## src/rtl/rmot_pkg.sv

```systemverilog
// shared types, constants and command codes for the relay minimum off time guard
package rmot_pkg;

  // number of relays and derived index width
  localparam int NUM_RELAYS = 2;
  localparam int RELAY_IDX_W = (NUM_RELAYS > 1) ? $clog2(NUM_RELAYS) : 1;
  // relays reported in the status bits
  localparam int STATUS_BITS = (NUM_RELAYS < 2) ? NUM_RELAYS : 2;

  // hold-off timer
  localparam int HOLD_W = 16;
  localparam logic [HOLD_W-1:0] HOLD_RESET = 16'd2000;

  // register file
  localparam int APB_ADDR_W = 3;
  localparam int APB_DATA_W = 32;
  localparam logic REG_HOLD_OFF = 1'b0;

  // command codes
  localparam logic [2:0] CMD_ON     = 3'd0;
  localparam logic [2:0] CMD_OFF    = 3'd1;
  localparam logic [2:0] CMD_TOGGLE = 3'd2;
  localparam logic [2:0] CMD_UPDATE = 3'd3;
  localparam logic [2:0] CMD_TICK   = 3'd4;
  localparam logic [2:0] CMD_STATUS = 3'd5;

  typedef struct packed {
    logic [2:0] cmd;
    logic       relay_sel;
  } in_t;

  typedef struct packed {
    logic       accepted;
    logic [1:0] relays_on;
    logic [1:0] relays_pending;
  } out_t;

  // register write from the bus side to the controller
  typedef struct packed {
    logic              we;
    logic [HOLD_W-1:0] data;
  } cfg_wr_t;

endpackage

```

## src/rtl/relay_min_off_time_guard_top.sv

```systemverilog
// top level: register port, command channel and result register
//
//  channel   direction  signals                               payload
//  in        input      in_valid / in_ready                   in_data (cmd, relay_sel)
//  out       output     out_valid / out_ready                 out_data (accepted, relays_on,
//                                                               relays_pending)
//  config    apb        psel penable pwrite paddr pwdata ...  hold_off_ticks at 0x0
//
// every transaction is decoded combinationally; the result is registered at the edge that
// takes the command; so does the state, unless a register write comes in that cycle;
// one command enters per cycle, as the result register accepts a new command while its
// previous result is taken; out_ready low with a full result register holds in_ready low
// synchronous reset clears all relay state, loads the hold-off of 2000 ticks
module relay_min_off_time_guard_top
  import rmot_pkg::*;
(
  input  logic                  clk,
  input  logic                  rst,
  input  logic                  in_valid,
  output logic                  in_ready,
  input  in_t                   in_data,
  output logic                  out_valid,
  input  logic                  out_ready,
  output out_t                  out_data,
  input  logic                  psel,
  input  logic                  penable,
  input  logic                  pwrite,
  input  logic [APB_ADDR_W-1:0] paddr,
  input  logic [APB_DATA_W-1:0] pwdata,
  output logic [APB_DATA_W-1:0] prdata,
  output logic                  pready
);

  logic              accept;
  cfg_wr_t           cfg_wr;
  logic [HOLD_W-1:0] hold_off;
  out_t              result;

  // register access
  assign pready      = 1'b1;
  assign cfg_wr.we   = psel && penable && pwrite && (paddr[2] == REG_HOLD_OFF);
  assign cfg_wr.data = pwdata[HOLD_W-1:0];

  always_comb begin
    prdata = '0;
    if (paddr[2] == REG_HOLD_OFF) begin
      prdata[HOLD_W-1:0] = hold_off;
    end
  end

  // command handshake
  assign in_ready = !out_valid || out_ready;
  assign accept   = in_valid && in_ready;

  rmot_relay_ctrl u_ctrl (
    .clk      (clk),
    .rst      (rst),
    .step_en  (accept),
    .item     (in_data),
    .cfg_wr   (cfg_wr),
    .hold_off (hold_off),
    .result   (result)
  );

  // result register
  always_ff @(posedge clk) begin
    if (rst) begin
      out_valid <= 1'b0;
    end else if (accept) begin
      out_valid <= 1'b1;
    end else if (out_ready) begin
      out_valid <= 1'b0;
    end
  end

  always_ff @(posedge clk) begin
    if (accept) begin
      out_data <= result;
    end
  end

  // every taken command yields a result next cycle
  a_accept_gives_result: assert property (@(posedge clk) disable iff (rst)
    accept |=> out_valid)
    else $error("command taken without result");

  // a result not taken is not overwritten
  a_no_overwrite: assert property (@(posedge clk) disable iff (rst)
    out_valid && !out_ready |-> !accept)
    else $error("result overwritten");

  // a result only appears after a command was taken
  a_result_from_accept: assert property (@(posedge clk) disable iff (rst)
    $rose(out_valid) |-> $past(accept))
    else $error("result without command");

endmodule

```

## src/rtl/rmot_relay_ctrl.sv

```systemverilog
// per-relay state, hold-off timers and the command decode for one transaction
module rmot_relay_ctrl
  import rmot_pkg::*;
(
  input  logic              clk,
  input  logic              rst,
  input  logic              step_en,
  input  in_t               item,
  input  cfg_wr_t           cfg_wr,
  output logic [HOLD_W-1:0] hold_off,
  output out_t              result
);

  logic [HOLD_W-1:0]     hold_count [NUM_RELAYS];
  logic [HOLD_W-1:0]     hold_count_next [NUM_RELAYS];
  logic [NUM_RELAYS-1:0] hold_running;
  logic [NUM_RELAYS-1:0] hold_running_next;
  logic [NUM_RELAYS-1:0] pending_on;
  logic [NUM_RELAYS-1:0] pending_on_next;
  logic [NUM_RELAYS-1:0] commanded_on;
  logic [NUM_RELAYS-1:0] commanded_on_next;
  logic [NUM_RELAYS-1:0] output_on;
  logic [NUM_RELAYS-1:0] output_on_next;
  logic [RELAY_IDX_W-1:0] r;
  logic                  do_on;
  logic                  do_off;
  logic                  acc;

  // relay select, clamped to the last relay
  always_comb begin
    if (int'(item.relay_sel) >= NUM_RELAYS) begin
      r = RELAY_IDX_W'(NUM_RELAYS - 1);
    end else begin
      r = RELAY_IDX_W'(item.relay_sel);
    end
  end

  // next state for the command
  always_comb begin
    hold_count_next   = hold_count;
    hold_running_next = hold_running;
    pending_on_next   = pending_on;
    commanded_on_next = commanded_on;
    output_on_next    = output_on;
    do_on             = 1'b0;
    do_off            = 1'b0;
    acc               = 1'b1;

    unique case (item.cmd)
      CMD_ON:  do_on = 1'b1;
      CMD_OFF: do_off = 1'b1;
      CMD_TOGGLE: begin
        if (output_on[r] || pending_on[r]) begin
          do_off = 1'b1;
        end else begin
          do_on = 1'b1;
        end
      end
      CMD_UPDATE: begin
        // retry pending requests, then drive the outputs
        for (int i = 0; i < NUM_RELAYS; i++) begin
          if (pending_on[i] && !hold_running[i]) begin
            pending_on_next[i]   = 1'b0;
            commanded_on_next[i] = 1'b1;
          end
        end
        output_on_next = commanded_on_next;
      end
      CMD_TICK: begin
        // count running timers down, stop and reload at the end
        for (int i = 0; i < NUM_RELAYS; i++) begin
          if (hold_running[i]) begin
            if (hold_count[i] <= HOLD_W'(1)) begin
              hold_running_next[i] = 1'b0;
              hold_count_next[i]   = hold_off;
            end else begin
              hold_count_next[i] = hold_count[i] - HOLD_W'(1);
            end
          end
        end
      end
      CMD_STATUS: ;
      default: acc = 1'b0;
    endcase

    // turn-on, deferred while the hold-off runs
    if (do_on) begin
      if (hold_running[r]) begin
        pending_on_next[r] = 1'b1;
        acc = 1'b0;
      end else begin
        pending_on_next[r]   = 1'b0;
        commanded_on_next[r] = 1'b1;
      end
    end

    // turn-off starts the hold-off unless a request was waiting
    if (do_off) begin
      if (!pending_on[r]) begin
        hold_running_next[r] = 1'b1;
      end
      output_on_next[r]    = 1'b0;
      pending_on_next[r]   = 1'b0;
      commanded_on_next[r] = 1'b0;
    end
  end

  // result fields
  always_comb begin
    result = '0;
    result.accepted = acc;
    for (int i = 0; i < STATUS_BITS; i++) begin
      result.relays_on[i]      = output_on_next[i];
      result.relays_pending[i] = pending_on_next[i];
    end
  end

  // state registers
  always_ff @(posedge clk) begin
    if (rst) begin
      hold_off     <= HOLD_RESET;
      hold_running <= '0;
      pending_on   <= '0;
      commanded_on <= '0;
      output_on    <= '0;
      for (int i = 0; i < NUM_RELAYS; i++) begin
        hold_count[i] <= HOLD_RESET;
      end
    end else if (cfg_wr.we) begin
      hold_off <= cfg_wr.data;
      for (int i = 0; i < NUM_RELAYS; i++) begin
        if (!hold_running[i]) begin
          hold_count[i] <= cfg_wr.data;
        end
      end
    end else if (step_en) begin
      hold_count   <= hold_count_next;
      hold_running <= hold_running_next;
      pending_on   <= pending_on_next;
      commanded_on <= commanded_on_next;
      output_on    <= output_on_next;
    end
  end

  // a driven relay is always a commanded one
  a_output_implies_cmd: assert property (@(posedge clk) disable iff (rst)
    (output_on & ~commanded_on) == '0)
    else $error("relay driven without command");

  // a commanded relay has no waiting request
  a_pending_excl_cmd: assert property (@(posedge clk) disable iff (rst)
    (pending_on & commanded_on) == '0)
    else $error("relay both pending and commanded");

  // no command is set while the hold-off runs
  a_cmd_excl_running: assert property (@(posedge clk) disable iff (rst)
    (commanded_on & hold_running) == '0)
    else $error("relay commanded during hold-off");

  // an idle timer of relay 0 always holds the reload value
  a_idle_count_reloaded: assert property (@(posedge clk) disable iff (rst)
    !hold_running[0] |-> hold_count[0] == hold_off)
    else $error("idle timer not reloaded");

endmodule
```

## config.mk

```make
export PLATFORM = sky130hd
export DESIGN_NAME = relay_min_off_time_guard_top
export DESIGN_NICKNAME = d
export VERILOG_FILES = /design/src/rtl/rmot_pkg.sv /design/src/rtl/relay_min_off_time_guard_top.sv /design/src/rtl/rmot_relay_ctrl.sv
export SDC_FILE = /design/constraint.sdc
export NUM_CORES = 1
export LEC_CHECK = 0
export BUFFER_PORTS_ARGS = -buffer_cell sky130_fd_sc_hd__buf_2
export CAP_MARGIN = 40
export CORE_UTILIZATION = 55
export DETAILED_ROUTE_END_ITERATION = 8
export PLACE_DENSITY = 0.81
export SLEW_MARGIN = 0
export SYNTH_ARGS = -nofsm -noshare
export SYNTH_HDL_FRONTEND = slang
export SYNTH_SLANG_ARGS = --single-unit
```

## constraint.sdc

```tcl
create_clock -name clk -period 2.85 [get_ports clk]
set_input_delay 0.285 -clock clk [delete_from_list [all_inputs] [get_ports clk]]
set_output_delay 0.285 -clock clk [all_outputs]
set_load 0.05 [all_outputs]
```

==> results.txt <==
n_diodes: 0
clk_skew: 0.00899 ns
synth unique cells: 62
mean post-synth cell area: 7.55 sq um
Synth area leaders: dfxtp_1, nand2_1, a21oi_1
Setup Viol. Count Final: 0
hold crit path type: input port to flip-flop
Synth area leader: dfxtp_1
Synth Instances: 516
most frequent cell after synthesis: nand2_1
Hold Crit Depth: 3
first-pass GRT wire length: 17400 um
max_slew headroom: 0.548
count of final hold-check violations: 0
CTS Sinks: 62
Initial Util: 0.570
Clock Latency Late Sink: 0.36 ns
Yosys top cell area share: 0.293
Setup TNS: 0 ns
Die ar.: 7420 sq um
Post-synth top cells: nand2_1, dfxtp_1, a21oi_1
core area: 6830 sq um
Initial DRC Count: 350
die width: 86.1 um
grt ovf: 0
Crit Path Max Fanout: 16
measured slew at the worst slew-check pin: 0.677 ns
Net count, final: 596
Area Overhead vs Synth: 10.9%
Top Ports: 86
H-Tree Level Count: 3
Final HPWL DP: 7400 um
CP arrival: 2.84 ns
cts repair resizes: 0
hold_buf cts: 0
Critical Path RT: 3.11 ns
WS Path Type: flip-flop to flip-flop
DR pass1 iterations: 4
RSZ-0062 raised after global routing: false
# fillers: 661
Total Routing Usage GR: 0.304
Finished Cell Area: 4320 sq um
Post-Syn Area: 3890 sq um
row count: 30
Port Buffers: 50
CTS tree: built
Adder-Cell Fraction of Synth Area: 0.0129
Seq cells post-synth: 62
maximum vdd ir drop: 0.283 mV
Pwr Density: 500 nW/um^2
clk root buf: clkbuf_8
WL final: 10700 um
Max Freq: 388 MHz
mean number of vias per cell: 6.21
max_cap viols: 0
sequential share of the synthesized area: 0.332
CTS max path bufs: 2
share of cells above drive strength 1: 0.158
DR DRC count: 0
DR WL/cell: 16.6 um
outcome: finished, final reports clean
mux cell area share after synthesis: 0.00835
Reg2Reg Depth: 5
smallest hold slack: 0.134 ns
largest net degree at the start of global routing: 50
max-slew violation count: 0
ys async rst share: 0
Placed Area: 4120 sq um
Startpoint Class: flip-flop
Post-DRT Antenna Nets: 0
total CTS buffers: 9
Post-CTS Setup Bufs: 0
clk slew on worst S/H paths: 0.07 ns
ys flop type: dfxtp_1
vias in the first global route: 3450
die height: 86.1 um
Worst Slack Setup Final: 0.275 ns
simple-gate share of the synthesized area: 0.261
XOR/XNOR Fraction of Synth Area: 0.0292
Yosys warnings: 0
initial antenna violation count: 0
main combinational cell family by area after synthesis: compound AO/OA/AOI/OAI gates
Post-synth EDFFs: 5
Worst Setup End Kind: flip-flop
Final period util: 0.903
leak pwr: 1.61 nW
Compound-Gate Fraction of Synth Area: 0.265
Post-Place Setup Slack: 0.321 ns
fin crit period: 2.57 ns
overall power: 0.00216 W
Placer Congestion: 0.953
vias after detailed routing: 4021
-- cell usage in the layout (no fill, tap or decap), types with 10 or more instances in the layout --
cell type / count
buf_2: 50
o21ai_0: 34
a21oi_1: 43
a311oi_1: 11
o211ai_1: 10
inv_1: 12
a31oi_1: 13
nand2_1: 58
clkbuf_8: 11
nor4_1: 10
nor3_1: 30
nor2_1: 39
nor2b_1: 16
dfxtp_1: 57
buf_4: 13
conb_1: 17
-- logic make-up after synthesis --
logic type | after synthesis
buffers and inverters | 71
multiplexers | 3
flip-flops | 62
other | 2
AND/OR/NAND/NOR | 202
XOR/XNOR | 13
AO/OA/AOI/OAI | 159
adder cells (fa/ha/maj) | 4
-- per-layer routing --
metal / GRT usage / vias up / routed length [um]
met5: 0 / - / 0
met4: 0.106 / 0 / 184
met3: 0.0722 / 21 / 896
met2: 0.460 / 199 / 4950
met1: 0.422 / 1875 / 4680
li1: - / 1926 / -
-- worst paths after layout --
check | from | slack, ns | end
hold / removal | pwdata[4] | 0.13 | u_ctrl.hold_off[4]
hold reg to reg | u_ctrl.output_on[1] | 0.50 | u_ctrl.output_on[1]
setup / recovery | u_ctrl.hold_count[11] | 0.28 | u_ctrl.hold_count[3]
setup reg to reg | u_ctrl.hold_count[11] | 0.28 | u_ctrl.hold_count[3]
-- where the power goes --
part,internal [W],switching [W],total (W)
sequential,0.000910,0.0000367,0.000947
combinational,0.000123,0.000282,0.000405
clock,0.000451,0.000356,0.000807
total,0.00148,0.000675,0.00216
-- layout make-up --
type | count | area [sq um] | area share
clock buffer | 13 | 159 | 0.0368
multi-input combinational | 398 | 2310 | 0.535
inverter | 12 | 45.0 | 0.0104
clock inverter | 3 | 42.5 | 0.00986
sequential | 62 | 1290 | 0.299
tap | 96 | 120 | 0.0278
timing repair buffer | 63 | 348 | 0.0806
-- sequential cells by signal, indices dropped and copies added, names as in the netlist --
signal               count
u_ctrl.hold_off         16
u_ctrl.pending_on        2
u_ctrl.commanded_on      2
u_ctrl.hold_running      2
u_ctrl.hold_count       32
out_data                 5
out_valid                1
u_ctrl.output_on         2
-- per-stage QoR --
step	utilization	instances
finish	0.632	647
global route	0.632	647
CTS	0.632	647
detailed placement	0.602	631
global placement	0.602	631
floorplan	-	531
-- worst max-delay path: stages, from the launching register on --
cell and delay (ns):
dfxtp_1 0.36, or4_1 0.55, or4b_1 0.50, or2_1 0.46
a311o_1 0.36, a311oi_1 0.26
(Power assumes the default switching activity.)
